### src/design/amg_pkg.sv
// ----------------------------------------------------------------------------
// amg_pkg
// Shared types and constants for the adjacency matrix graph store.
// ----------------------------------------------------------------------------
package amg_pkg;

    localparam int MAX_VERTICES_DEF = 32;
    localparam int IDX_W            = 7;
    localparam int CMP_W            = 8;

    typedef enum logic [2:0] {
        CMD_CREATE   = 3'd0,
        CMD_ADD_VTX  = 3'd1,
        CMD_REM_VTX  = 3'd2,
        CMD_ADD_EDGE = 3'd3,
        CMD_REM_EDGE = 3'd4,
        CMD_QUERY    = 3'd5
    } t_cmd_code;

    typedef enum logic [1:0] {
        ST_OK    = 2'd0,
        ST_RANGE = 2'd1,
        ST_FULL  = 2'd2
    } t_status;

    typedef enum logic [1:0] {
        RD_NONE  = 2'd0,
        RD_A     = 2'd1,
        RD_B     = 2'd2,
        RD_SWEEP = 2'd3
    } t_rd_sel;

    typedef enum logic [2:0] {
        WB_NONE  = 3'd0,
        WB_SET   = 3'd1,
        WB_CLR   = 3'd2,
        WB_SHIFT = 3'd3,
        WB_ZERO  = 3'd4,
        WB_PEEK  = 3'd5
    } t_wb_kind;

    typedef enum logic [1:0] {
        CNT_KEEP = 2'd0,
        CNT_LOAD = 2'd1,
        CNT_INC  = 2'd2,
        CNT_DEC  = 2'd3
    } t_cnt_op;

    typedef struct packed {
        logic             item_load;
        t_rd_sel          rd_sel;
        t_wb_kind         wb_kind;
        t_cnt_op          cnt_op;
        logic             clr_all;
        logic             st_load;
        t_status          st_val;
        logic             out_load;
        logic [IDX_W-1:0] idx;
    } t_dp_cmd;

    typedef struct packed {
        logic [2:0] cmd;
        logic       a_ok;
        logic       b_ok;
        logic       cnt_zero;
        logic       cnt_full;
        logic       new_big;
        logic       sweep_last;
        logic       out_free;
    } t_dp_stat;

endpackage

### src/design/amg_if.sv
// ----------------------------------------------------------------------------
// amg_if
// Valid/ready channels carrying command items in and result items out.
// ----------------------------------------------------------------------------
interface amg_in_if;
    logic       valid;
    logic       ready;
    logic [2:0] command;
    logic [4:0] vertex_a;
    logic [4:0] vertex_b;
    logic [5:0] new_count;

    modport source (output valid, output command, output vertex_a, output vertex_b,
                    output new_count, input ready);
    modport sink   (input valid, input command, input vertex_a, input vertex_b,
                    input new_count, output ready);
endinterface

interface amg_out_if;
    logic       valid;
    logic       ready;
    logic       adjacent;
    logic [5:0] vertex_count;
    logic [1:0] status;

    modport source (output valid, output adjacent, output vertex_count, output status,
                    input ready);
    modport sink   (input valid, input adjacent, input vertex_count, input status,
                    output ready);
endinterface

### src/design/amg_dpath.sv
// ----------------------------------------------------------------------------
// amg_dpath
// Row memory, valid bits, vertex count, item and result registers.
// ----------------------------------------------------------------------------
module amg_dpath import amg_pkg::*; #(
    parameter int MAX_VERTICES = MAX_VERTICES_DEF
) (
    input  logic       i_clk,
    input  logic       i_rst_n,
    input  logic [2:0] i_command,
    input  logic [4:0] i_vertex_a,
    input  logic [4:0] i_vertex_b,
    input  logic [5:0] i_new_count,
    input  t_dp_cmd    i_cmd,
    output t_dp_stat   o_stat,
    input  logic       i_ready,
    output logic       o_valid,
    output logic       o_adjacent,
    output logic [5:0] o_vertex_count,
    output logic [1:0] o_status
);

    localparam int AW = (MAX_VERTICES > 1) ? $clog2(MAX_VERTICES) : 1;
    localparam int CW = $clog2(MAX_VERTICES + 1);

    logic [2:0]              r_cmd;
    logic [4:0]              r_va;
    logic [4:0]              r_vb;
    logic [5:0]              r_nc;
    logic [CW-1:0]           r_count;
    t_status                 r_status;
    logic                    r_adj;

    logic [MAX_VERTICES-1:0] r_mem [MAX_VERTICES];
    logic [MAX_VERTICES-1:0] r_vld;
    logic [MAX_VERTICES-1:0] r_rd_row;
    t_wb_kind                r_wb_kind;
    logic [AW-1:0]           r_wb_dst;
    logic [4:0]              r_wb_bit;

    logic                    r_out_vld;
    logic                    r_out_adj;
    logic [5:0]              r_out_cnt;
    t_status                 r_out_st;

    logic [CMP_W-1:0]        w_a;
    logic [CMP_W-1:0]        w_b;
    logic [CMP_W-1:0]        w_n;
    logic [CMP_W-1:0]        w_nc;
    logic [CMP_W-1:0]        w_max;
    logic [CMP_W-1:0]        w_idx;
    logic [CMP_W-1:0]        w_src;
    logic                    src_ok;
    logic [AW-1:0]           rd_addr;
    t_wb_kind                n_wb_kind;
    logic [AW-1:0]           n_wb_dst;
    logic [4:0]              n_wb_bit;
    logic [MAX_VERTICES-1:0] n_row;
    logic                    wr_en;

    assign w_a    = CMP_W'(r_va);
    assign w_b    = CMP_W'(r_vb);
    assign w_n    = CMP_W'(r_count);
    assign w_nc   = CMP_W'(r_nc);
    assign w_max  = CMP_W'(MAX_VERTICES);
    assign w_idx  = CMP_W'(i_cmd.idx);
    assign w_src  = (w_idx < w_a) ? w_idx : w_idx + CMP_W'(1);
    assign src_ok = w_src < w_n;

    assign o_stat.cmd        = r_cmd;
    assign o_stat.a_ok       = w_a < w_n;
    assign o_stat.b_ok       = w_b < w_n;
    assign o_stat.cnt_zero   = w_n == '0;
    assign o_stat.cnt_full   = w_n == w_max;
    assign o_stat.new_big    = w_nc > w_max;
    assign o_stat.sweep_last = (w_idx + CMP_W'(1)) == w_n;
    assign o_stat.out_free   = !r_out_vld || i_ready;

    always_ff @(posedge i_clk) begin
        if (i_cmd.item_load) begin
            r_cmd <= i_command;
            r_va  <= i_vertex_a;
            r_vb  <= i_vertex_b;
            r_nc  <= i_new_count;
        end
    end

    always_ff @(posedge i_clk) begin
        if (!i_rst_n) begin
            r_count <= '0;
        end else begin
            unique case (i_cmd.cnt_op)
                CNT_LOAD: r_count <= CW'(r_nc);
                CNT_INC:  r_count <= r_count + CW'(1);
                CNT_DEC:  r_count <= r_count - CW'(1);
                default:  r_count <= r_count;
            endcase
        end
    end

    always_ff @(posedge i_clk) begin
        if (i_cmd.st_load) begin
            r_status <= i_cmd.st_val;
        end
    end

    always_comb begin
        rd_addr   = AW'(r_va);
        n_wb_kind = i_cmd.wb_kind;
        n_wb_dst  = AW'(r_va);
        n_wb_bit  = r_vb;
        unique case (i_cmd.rd_sel)
            RD_B: begin
                rd_addr  = AW'(r_vb);
                n_wb_dst = AW'(r_vb);
                n_wb_bit = r_va;
            end
            RD_SWEEP: begin
                rd_addr  = AW'(w_src);
                n_wb_dst = AW'(i_cmd.idx);
                n_wb_bit = r_va;
                if (!src_ok) begin
                    n_wb_kind = WB_ZERO;
                end
            end
            default: begin
                rd_addr = AW'(r_va);
            end
        endcase
    end

    always_ff @(posedge i_clk) begin
        r_rd_row <= r_vld[rd_addr] ? r_mem[rd_addr] : '0;
        r_wb_dst <= n_wb_dst;
        r_wb_bit <= n_wb_bit;
    end

    always_ff @(posedge i_clk) begin
        if (!i_rst_n) begin
            r_wb_kind <= WB_NONE;
        end else begin
            r_wb_kind <= n_wb_kind;
        end
    end

    always_comb begin
        n_row = '0;
        wr_en = 1'b0;
        unique case (r_wb_kind)
            WB_SET: begin
                wr_en                  = 1'b1;
                n_row                  = r_rd_row;
                n_row[AW'(r_wb_bit)]   = 1'b1;
            end
            WB_CLR: begin
                wr_en                  = 1'b1;
                n_row                  = r_rd_row;
                n_row[AW'(r_wb_bit)]   = 1'b0;
            end
            WB_SHIFT: begin
                wr_en = 1'b1;
                for (int j = 0; j < MAX_VERTICES; j++) begin
                    if (j < int'(r_wb_bit)) begin
                        n_row[j] = r_rd_row[j];
                    end else if (j + 1 < MAX_VERTICES) begin
                        n_row[j] = r_rd_row[j + 1];
                    end else begin
                        n_row[j] = 1'b0;
                    end
                end
            end
            WB_ZERO: begin
                wr_en = 1'b1;
            end
            default: begin
                wr_en = 1'b0;
            end
        endcase
    end

    always_ff @(posedge i_clk) begin
        if (wr_en) begin
            r_mem[r_wb_dst] <= n_row;
        end
    end

    always_ff @(posedge i_clk) begin
        if (!i_rst_n) begin
            r_vld <= '0;
        end else if (i_cmd.clr_all) begin
            r_vld <= '0;
        end else if (wr_en) begin
            r_vld[r_wb_dst] <= 1'b1;
        end
    end

    always_ff @(posedge i_clk) begin
        if (r_wb_kind == WB_PEEK) begin
            r_adj <= r_rd_row[AW'(r_wb_bit)] & o_stat.a_ok & o_stat.b_ok;
        end
    end

    always_ff @(posedge i_clk) begin
        if (!i_rst_n) begin
            r_out_vld <= 1'b0;
        end else if (i_cmd.out_load) begin
            r_out_vld <= 1'b1;
        end else if (i_ready) begin
            r_out_vld <= 1'b0;
        end
    end

    always_ff @(posedge i_clk) begin
        if (i_cmd.out_load) begin
            r_out_adj <= r_adj;
            r_out_cnt <= 6'(r_count);
            r_out_st  <= r_status;
        end
    end

    assign o_valid        = r_out_vld;
    assign o_adjacent     = r_out_adj;
    assign o_vertex_count = r_out_cnt;
    assign o_status       = r_out_st;

endmodule

### src/design/amg_ctrl.sv
// ----------------------------------------------------------------------------
// amg_ctrl
// Command sequencer: checks each item, steps row reads and writes, hands off
// the result.
// ----------------------------------------------------------------------------
module amg_ctrl import amg_pkg::*; (
    input  logic     i_clk,
    input  logic     i_rst_n,
    input  logic     i_valid,
    output logic     o_ready,
    input  t_dp_stat i_stat,
    output t_dp_cmd  o_cmd
);

    typedef enum logic [10:0] {
        S_IDLE   = 11'b000_0000_0001,
        S_DECIDE = 11'b000_0000_0010,
        S_RD_A   = 11'b000_0000_0100,
        S_GAP_A  = 11'b000_0000_1000,
        S_RD_B   = 11'b000_0001_0000,
        S_GAP_B  = 11'b000_0010_0000,
        S_SWEEP  = 11'b000_0100_0000,
        S_DRAIN  = 11'b000_1000_0000,
        S_PEEK   = 11'b001_0000_0000,
        S_WAIT   = 11'b010_0000_0000,
        S_DONE   = 11'b100_0000_0000
    } t_state;

    t_state           r_state;
    t_state           n_state;
    logic [IDX_W-1:0] r_idx;
    logic [IDX_W-1:0] n_idx;
    t_wb_kind         edge_kind;

    assign edge_kind = (i_stat.cmd == CMD_ADD_EDGE) ? WB_SET : WB_CLR;

    always_comb begin
        n_state = r_state;
        n_idx   = r_idx;
        o_ready = 1'b0;

        o_cmd           = '0;
        o_cmd.rd_sel    = RD_NONE;
        o_cmd.wb_kind   = WB_NONE;
        o_cmd.cnt_op    = CNT_KEEP;
        o_cmd.st_val    = ST_OK;
        o_cmd.idx       = r_idx;

        unique case (r_state)
            S_IDLE: begin
                o_ready         = 1'b1;
                o_cmd.item_load = i_valid;
                if (i_valid) begin
                    n_state = S_DECIDE;
                end
            end
            S_DECIDE: begin
                o_cmd.st_load = 1'b1;
                n_state       = S_PEEK;
                unique case (i_stat.cmd) inside
                    CMD_CREATE: begin
                        if (i_stat.new_big) begin
                            o_cmd.st_val = ST_FULL;
                        end else begin
                            o_cmd.cnt_op  = CNT_LOAD;
                            o_cmd.clr_all = 1'b1;
                        end
                    end
                    CMD_ADD_VTX: begin
                        if (i_stat.cnt_full) begin
                            o_cmd.st_val = ST_FULL;
                        end else begin
                            o_cmd.cnt_op = CNT_INC;
                        end
                    end
                    CMD_REM_VTX: begin
                        if (i_stat.cnt_zero) begin
                            o_cmd.st_val = ST_FULL;
                        end else if (!i_stat.a_ok) begin
                            o_cmd.st_val = ST_RANGE;
                        end else begin
                            n_idx   = '0;
                            n_state = S_SWEEP;
                        end
                    end
                    CMD_ADD_EDGE, CMD_REM_EDGE: begin
                        if (!(i_stat.a_ok && i_stat.b_ok)) begin
                            o_cmd.st_val = ST_RANGE;
                        end else begin
                            n_state = S_RD_A;
                        end
                    end
                    CMD_QUERY: begin
                        if (!(i_stat.a_ok && i_stat.b_ok)) begin
                            o_cmd.st_val = ST_RANGE;
                        end
                    end
                    default: begin
                        o_cmd.st_val = ST_RANGE;
                    end
                endcase
            end
            S_RD_A: begin
                o_cmd.rd_sel  = RD_A;
                o_cmd.wb_kind = edge_kind;
                n_state       = S_GAP_A;
            end
            S_GAP_A: begin
                n_state = S_RD_B;
            end
            S_RD_B: begin
                o_cmd.rd_sel  = RD_B;
                o_cmd.wb_kind = edge_kind;
                n_state       = S_GAP_B;
            end
            S_GAP_B: begin
                n_state = S_PEEK;
            end
            S_SWEEP: begin
                o_cmd.rd_sel  = RD_SWEEP;
                o_cmd.wb_kind = WB_SHIFT;
                if (i_stat.sweep_last) begin
                    n_state = S_DRAIN;
                end else begin
                    n_idx = r_idx + IDX_W'(1);
                end
            end
            S_DRAIN: begin
                o_cmd.cnt_op = CNT_DEC;
                n_state      = S_PEEK;
            end
            S_PEEK: begin
                o_cmd.rd_sel  = RD_A;
                o_cmd.wb_kind = WB_PEEK;
                n_state       = S_WAIT;
            end
            S_WAIT: begin
                n_state = S_DONE;
            end
            S_DONE: begin
                if (i_stat.out_free) begin
                    o_cmd.out_load = 1'b1;
                    n_state        = S_IDLE;
                end
            end
            default: begin
                n_state = S_IDLE;
            end
        endcase
    end

    always_ff @(posedge i_clk) begin
        if (!i_rst_n) begin
            r_state <= S_IDLE;
            r_idx   <= '0;
        end else begin
            r_state <= n_state;
            r_idx   <= n_idx;
        end
    end

endmodule

### src/design/adjacency_matrix_graph_store.sv
// ----------------------------------------------------------------------------
// adjacency_matrix_graph_store
// Undirected graph held as a symmetric adjacency bit matrix with a live
// vertex count; one command item in, one result item out.
// ----------------------------------------------------------------------------
// The matrix sits in a row memory with per-row valid bits, so one row is
// read and one row written per cycle. Each item is processed to its result
// before the next is accepted; add or remove edge makes two row updates,
// and vertex removal sweeps every live row once, compacting rows and
// dropping the removed column. A finished result waits in the output
// register while the next item is taken. Create clears the matrix at once
// through the valid bits; there is no clearing pass after reset.
// ----------------------------------------------------------------------------
module adjacency_matrix_graph_store import amg_pkg::*; #(
    parameter int MAX_VERTICES = MAX_VERTICES_DEF
) (
    input  logic      i_clk,
    input  logic      i_rst_n,
    amg_in_if.sink    i_in,
    amg_out_if.source o_out
);

    t_dp_cmd  dp_cmd;
    t_dp_stat dp_stat;

    amg_ctrl u_ctrl (
        .i_clk   (i_clk),
        .i_rst_n (i_rst_n),
        .i_valid (i_in.valid),
        .o_ready (i_in.ready),
        .i_stat  (dp_stat),
        .o_cmd   (dp_cmd)
    );

    amg_dpath #(
        .MAX_VERTICES (MAX_VERTICES)
    ) u_dpath (
        .i_clk          (i_clk),
        .i_rst_n        (i_rst_n),
        .i_command      (i_in.command),
        .i_vertex_a     (i_in.vertex_a),
        .i_vertex_b     (i_in.vertex_b),
        .i_new_count    (i_in.new_count),
        .i_cmd          (dp_cmd),
        .o_stat         (dp_stat),
        .i_ready        (o_out.ready),
        .o_valid        (o_out.valid),
        .o_adjacent     (o_out.adjacent),
        .o_vertex_count (o_out.vertex_count),
        .o_status       (o_out.status)
    );

endmodule

### src/flat_wrapper.sv
// flat-port wrapper written by rule: the top's interface ports become plain ports
module adjacency_matrix_graph_store_flat import amg_pkg::*;
#(
    parameter int MAX_VERTICES = MAX_VERTICES_DEF
)
  (i_clk, i_rst_n, i_in_valid, i_in_command, i_in_vertex_a, i_in_vertex_b, i_in_new_count, i_in_ready, o_out_valid, o_out_adjacent, o_out_vertex_count, o_out_status, o_out_ready);
  amg_in_if i_in_i ();
  amg_out_if o_out_i ();
  input  logic i_clk;
  input  logic i_rst_n;
  input wire logic [$bits(i_in_i.valid)-1:0] i_in_valid;
  input wire logic [$bits(i_in_i.command)-1:0] i_in_command;
  input wire logic [$bits(i_in_i.vertex_a)-1:0] i_in_vertex_a;
  input wire logic [$bits(i_in_i.vertex_b)-1:0] i_in_vertex_b;
  input wire logic [$bits(i_in_i.new_count)-1:0] i_in_new_count;
  output wire logic [$bits(i_in_i.ready)-1:0] i_in_ready;
  output wire logic [$bits(o_out_i.valid)-1:0] o_out_valid;
  output wire logic [$bits(o_out_i.adjacent)-1:0] o_out_adjacent;
  output wire logic [$bits(o_out_i.vertex_count)-1:0] o_out_vertex_count;
  output wire logic [$bits(o_out_i.status)-1:0] o_out_status;
  input wire logic [$bits(o_out_i.ready)-1:0] o_out_ready;
  assign i_in_i.valid = i_in_valid;
  assign i_in_i.command = i_in_command;
  assign i_in_i.vertex_a = i_in_vertex_a;
  assign i_in_i.vertex_b = i_in_vertex_b;
  assign i_in_i.new_count = i_in_new_count;
  assign i_in_ready = i_in_i.ready;
  assign o_out_valid = o_out_i.valid;
  assign o_out_adjacent = o_out_i.adjacent;
  assign o_out_vertex_count = o_out_i.vertex_count;
  assign o_out_status = o_out_i.status;
  assign o_out_i.ready = o_out_ready;
  adjacency_matrix_graph_store #(.MAX_VERTICES(MAX_VERTICES)) u_core (.i_clk(i_clk), .i_rst_n(i_rst_n), .i_in(i_in_i), .o_out(o_out_i));
endmodule
### config.mk
export PLATFORM = sky130hd
export DESIGN_NAME = adjacency_matrix_graph_store_flat
export DESIGN_NICKNAME = d
export VERILOG_FILES = /design/src/design/amg_pkg.sv /design/src/design/amg_if.sv /design/src/design/amg_dpath.sv /design/src/design/amg_ctrl.sv /design/src/design/adjacency_matrix_graph_store.sv /design/src/flat_wrapper.sv
export SDC_FILE = /design/constraint.sdc
export NUM_CORES = 2
export LEC_CHECK = 0
export BUFFER_PORTS_ARGS = -buffer_cell sky130_fd_sc_hd__buf_4
export CAP_MARGIN = 20
export CORE_ASPECT_RATIO = 2
export CORE_MARGIN = 1
export CORE_UTILIZATION = 63
export CTS_CLUSTER_SIZE = 30
export DETAILED_ROUTE_END_ITERATION = 10
export PLACE_DENSITY = 0.86
export SLEW_MARGIN = 25
export SYNTH_ARGS = -nofsm -noshare
export SYNTH_HDL_FRONTEND = slang
export SYNTH_HIERARCHICAL = 1
export SYNTH_SLANG_ARGS = --single-unit
### constraint.sdc
create_clock -name i_clk -period 5.76 [get_ports i_clk]
set_input_delay 0 -clock i_clk [delete_from_list [all_inputs] [get_ports i_clk]]
set_output_delay 0 -clock i_clk [all_outputs]
set_load 0.005 [all_outputs]
; Yosys cells after proc, flatten, opt, wreduce, memory -nomap -nowiden
; Memory sizes are Yosys's and may differ from the RTL's. A register that Yosys moved wholly into a read port is not among the register bits.
; Index checks and enable logic that the tools add are counted.
[totals]
memories = 1
wordCells = 207
ff_bits = 101
mem_bits_rw = 1024
out_inout_bits = 11
[op_classes]
order_cmp = 41
n_reduce_logical = 19
n_eq_ne = 35
n_mux = 83
n_addsub = 4
n_bitwise = 7
[mem_list]
columns = memory, depth, width, read_ports, rd_ports_with_merged_regs, wr, line_no
row1 = u_core.u_dpath.r_mem, 32, 32, 1, 1, 1, amg_dpath.sv:34  ; logic [MAX_VERTICES-1:0] r_mem [MAX_VERTICES];
[op_table]
columns = operator, n
row1 = $pmux 11 s10, 1
row2 = $pmux 32 s3, 1
row3 = $lt 5x5->1 const A, 15
row4 = $or 32x32->32, 2
row5 = $mux 1, 47
row6 = $lt 4x5->1 const A, 8
row7 = $mux 11, 3
row8 = $and 32x32->32, 1
row9 = $not 32->32, 1
row10 = $mux 7, 4
row11 = $mux 9, 3
row12 = $lt 3x5->1 const A, 4
row13 = $pmux 5 s2, 2
row14 = $pmux 5 s4, 1
row15 = $lt 5x6->1 const B, 3
row16 = $pmux 6 s3, 1
row17 = $pmux 9 s2, 1
row18 = $pmux 7 s2, 1
row19 = $eq 3x2->1 const B, 4
row20 = $eq 3x3->1 const B, 4
row21 = $lt 5x6->1, 2
row22 = $mux 2, 6
row23 = $eq 11x1->1 const B, 1
row24 = $eq 11x10->1 const B, 1
row25 = 48 further kinds, 72

; Logic depth before layout (Yosys ltp)
[depth]
word_depth = 8
mapped_depth = 20
depth_no_buf = 16

; Modules after synthesis
; The synthesis kept the hierarchy.
[modules_own_cells]
columns = module, n_inst, area_each_um2, cells_each
row1 = amg_dpath, 1, 46254.4, 3153
row2 = amg_ctrl, 1, 1228.7, 156

; Least setup slack after synthesis
; No wires, ideal clock.
[synth_timing]
kind = flip-flop to flip-flop
start = register u_core.u_dpath.r_wb_kind[0]
end = memory u_core/u_dpath/r_mem[0][26] (netlist bit), data pin
arrival_ns = 3.695
n_path_buf = 1
path_slack_ns = 1.449
stages_incl_launch_ff = 6
t_required_ns = 5.145
setup_ns = 0.615
cell_sequence = dfxtp_1 > clkbuf_1 > clkinv_1 > nor3_1 > nand2_1 > o311ai_0
[synth_via]
elab_chain_len = 2
elab_cells_between_ends = 4
[synth_lines]
columns = element, line_no
row1 = "start, declared", amg_dpath.sv:37  ; t_wb_kind r_wb_kind;
row2 = "start signal, assigned", amg_dpath.sv:142  ; r_wb_kind <= n_wb_kind;
row3 = $eq 3x2->1 or $eq 3x1->1 (tied branches), amg_dpath.sv:149  ; unique case (r_wb_kind)
row4 = $pmux 32 s3 *, amg_dpath.sv:149
row5 = net u_core.u_dpath.n_row[26], amg_dpath.sv:58  ; logic [MAX_VERTICES-1:0] n_row;
row6 = "end, declared", amg_dpath.sv:34
; The timed path passes the listed nets; every way through them passes the cells marked *.

==> results_dict.tcl <==
set metrics [dict create \
    power_dissipated_by_switching_net_loads_w 0.00374 \
    maxSlewViolCount 0 \
    core.rowCount 142 \
    drcViolationCount 0 \
    critical_path.cell_chain "or4_1 > nor2_1 > and3_1 > inv_1 > a21oi_1 > or2_2 > o211a_4 > buf_12 > buf_4 > mux2i_1 > o22ai_1 > nor2_1 > a31oi_1" \
    stdcell_count 4464 \
    finalCriticalPeriod_ns 5.22 \
    detail_route.wirelength_um 140000 \
    grt_use_total 0.368 \
    yosysWarningCount 6 \
    synthMostInstantiatedCell "sky130_fd_sc_hd__edfxtp_1" \
    power.static_leakage_nw 17.0 \
    setup_viol 0 \
    core_area_sq_um 74800 \
    timing.critical_path.slowest_cell_delay_ns 0.88 \
    worst_slew_margin_rel 0.229 \
    synth_largest_area_cell "sky130_fd_sc_hd__edfxtp_1" \
    crit_type "reg2reg" \
    peakVddDrop_uv 246 \
    setup_repair_after_global_routing_missed_its_margin "false" \
    yosysSeqAreaShare 0.710 \
    first_global_vias 31464 \
    ctsResizeCount 0 \
    min_period_over_period 0.906 \
    share_comb_of_total_power 0.068 \
    powerDensity_nw_per_um2 312 \
    worst_clock_skew_ns 0.0230 \
    max_slew.worst_pin.slew_ns 1.15 \
    critical-path-top-cell-by-count "sky130_fd_sc_hd__nor2_1" \
    route.vias.total 31176 \
    syn_area_per_cell_sq_um 14.3 \
    largest_cells_by_area_after_synthesis "sky130_fd_sc_hd__edfxtp_1 67%, sky130_fd_sc_hd__mux2i_1 6.6%, sky130_fd_sc_hd__dfxtp_1 4.3%" \
    place_hpwl_um 83400 \
    post_route_cells_drive_above_1_share 0.124 \
    clk_pin_slew_worst_paths_ns 0.07 \
    cp_data_required_time_ns 6.29 \
    synth_async_sr_flop_share 0 \
    remaining_number_of_nets_flagged_by_the_antenna_check_after_routing 0 \
    clock_sinks 1157 \
    tritoncts "done" \
    syn_to_final_growth_pct 11.4 \
    holdBufCountCts 23 \
    full_die_area_sq_um 76500 \
    tns_ns 0 \
    drt-initial-drc-count 4067 \
    cell_internal_pwr_w 0.0128 \
    number_of_buffers_added_by_the_clock_tree_synthesis_step 90 \
    boundaryPins 34 \
    weighted_congestion_reported_at_the_end_of_routability_driven_placement 1.03 \
    number_of_diodes_added_for_antenna_fixing 0 \
    cp-end-kind "flip-flop" \
    worst-endpoint-arrival_ns 5.75 \
    grt_overflow 0 \
    synth-edff-count 1055 \
    max_clock_freq_ghz 0.192 \
    post_drt_via_cell_ratio 6.98 \
    number_of_nets_in_the_layout 3427 \
    synth-seq-cells 1157 \
    regToRegSetupSlack_ns 0.54 \
    synth_top_area_share 0.667 \
    drv_cap 0 \
    worstSkewPairLatency_ns 0.71 \
    initial_core_util 0.635 \
    io_buffers 33 \
    route.detailed.wl_per_inst_um 31.3 \
    combined_area_of_the_multi_input_logic_cells_sq_um 13000 \
    reg2reg_depth 13 \
    outcome "complete, no violations" \
    regArea_sq_um 33700 \
    die_width_um 196 \
    critical_path_peak_fanout 51 \
    hold_path_depth 2 \
    synth_area_sq_um 47500 \
    pwr-share-clk 0.379 \
    netSwitchingFraction 0.227 \
    timing.critical_path.from_type "flip-flop" \
    fillers 4431 \
    finalHoldViolations 0 \
    timing.hold.worst.class "in2reg" \
    syn-num-nets 3356 \
    layout.core_utilization 0.707 \
    seq_power_share 0.553 \
    rr_endpoint "u_core/u_dpath/r_rd_row[20]" \
    postSynthCellCount 3309 \
    start_of_the_worst_register_to_register_path "u_core/u_ctrl/r_state[0]" \
    clockRootBuffer "sky130_fd_sc_hd__clkbuf_16" \
    cts_post_setup_buffers_inserted 0 \
    post_synth_num_cell_types 78 \
    worstHoldStart "i_in_vertex_b[0]" \
    grt_start_max_net_pins 65 \
    timing.hold.worst_endpoint "u_core/u_dpath/r_vb[0]" \
    dieHeight_um 390 \
    cp_slowest_cell "sky130_fd_sc_hd__nor2_1" \
    number_of_antenna_violations_at_the_first_check_in_global_routing 2 \
    cts_max_level 3 \
    cts-root-to-sink-buffers 3 \
    dr.pass1.iters 8 \
    synth_ff_type "sky130_fd_sc_hd__edfxtp_1" \
    placedCellCount 4272 \
    first_pass_grt_wire_length_um 200000 \
    synth.top_cells.by_count "1,055 x sky130_fd_sc_hd__edfxtp_1, 338 x sky130_fd_sc_hd__nand2_1, 313 x sky130_fd_sc_hd__mux2i_1, 200 x sky130_fd_sc_hd__a21oi_1, 137 x sky130_fd_sc_hd__a211oi_1" \
]
## worst max path at each step
stage,startpoint,endpoint,slack (ns)
6_report,u_core/u_ctrl/r_state[0],u_core/u_dpath/r_rd_row[20],0.54
5_1_grt,u_core/u_ctrl/r_state[8],u_core/u_dpath/r_rd_row[20],0.48
4_1_cts,u_core/u_ctrl/r_state[0],u_core/u_dpath/r_rd_row[13],0.78
3_5_place_dp,u_core/u_ctrl/r_state[0],u_core/u_dpath/r_rd_row[13],0.94
2_1_floorplan,u_core/u_dpath/r_wb_kind[0],u_core/u_dpath/r_mem[0][26],1.45
3_3_place_gp,u_core/u_ctrl/r_idx[4],u_core/u_dpath/r_rd_row[20],1.10
## worst max-delay path: cells and delay by family, from the launching register on
kind | cells | cell delay [ns]
compound gates | 4 | 1.19
buf+inv | 3 | 0.93
flops | 1 | 0.35
mux | 1 | 0.34
simple gates | 5 | 2.21
## final cells by class
| class | instances | share of cell area |
|---|---|---|
| clock inverter | 54 | 0.00934 |
| multi-input combinational | 1901 | 0.247 |
| tap | 1008 | 0.0238 |
| inverter | 35 | 0.00248 |
| clock buffer | 114 | 0.0460 |
| timing repair buffer | 195 | 0.0345 |
| sequential | 1157 | 0.637 |
## sequential cells by signal (all words and copies together), names as in the netlist
name and cells:
u_core/u_dpath/r_adj 1, u_core/u_dpath/r_rd_row 32, u_core/u_dpath/r_cmd 3, u_core/u_dpath/r_wb_bit 5, u_core/u_ctrl/r_idx 7, u_core/u_dpath/r_wb_kind 3
u_core/u_dpath/r_nc 6, u_core/u_dpath/r_vb 5, u_core/u_dpath/r_count 6, u_core/u_dpath/r_status 2, u_core/u_dpath/r_wb_dst 5, u_core/u_dpath/r_mem 1024
u_core/u_dpath/o_adjacent 1, u_core/u_dpath/r_vld 32, u_core/u_dpath/o_status 2, u_core/u_ctrl/r_state 11, u_core/u_dpath/o_vertex_count 6, u_core/u_dpath/o_valid 1
u_core/u_dpath/r_va 5
## power groups by stage
| stage | clock, W | combinational [W] | sequential, W |
|---|---|---|---|
| 2_1_floorplan | 0 | 0.000738 | 0.00926 |
| 3_3_place_gp | 0 | 0.00103 | 0.00930 |
| 3_5_place_dp | 0 | 0.00105 | 0.00930 |
| 4_1_cts | 0.00625 | 0.00109 | 0.00912 |
| 5_1_grt | 0.00654 | 0.00117 | 0.00912 |
| 6_report | 0.00624 | 0.00112 | 0.00913 |
## metal layers
layer	up-vias	routed length, um	global-route usage
met2	2425	68700	0.617
met5	-	31	0
li1	12925	-	-
met1	15007	41100	0.381
met4	4	14700	0.328
met3	815	15200	0.0918
## metrics by stage
step	setup WS (ns)	power (W)	cell area, sq um	hold WS (ns)
3_5_place_dp	0.935	0.0104	49700	0.180
5_1_grt	0.483	0.0168	52900	0.0251
4_1_cts	0.780	0.0165	52800	0.00412
6_report	0.540	0.0165	52900	0.0235
2_1_floorplan	1.45	0.0100	47500	0.0989
3_3_place_gp	1.10	0.0103	49600	0.181
## cells by family after synthesis
family                   share of synthesized area
AO/OA/AOI/OAI                                0.109
XOR/XNOR                                   0.00406
adder cells (fa/ha/maj)                    0.00648
buffers and inverters                       0.0271
flip-flops                                   0.710
multiplexers                                0.0717
AND/OR/NAND/NOR                             0.0710
## placed cells by master (no fill, tap or decap), drive strengths merged, types with 35 or more instances in the layout
cell    synthesis  final
a22oi          40     40
buf           124    172
inv            32     40
nand2         339    339
nor2          125    125
nand3          90     90
clkbuf         92    114
edfxtp       1055   1055
o22ai          88     88
and3           39     39
clkinv          3     35
a21oi         202    202
dfxtp         102    102
a31oi          72     72
mux2i         313    313
a21o          105    105
a211oi        138    138
o21ai          52     52
o21a           37     37
nor4           41     41
Note: power is estimated with default switching activity, not from simulation.
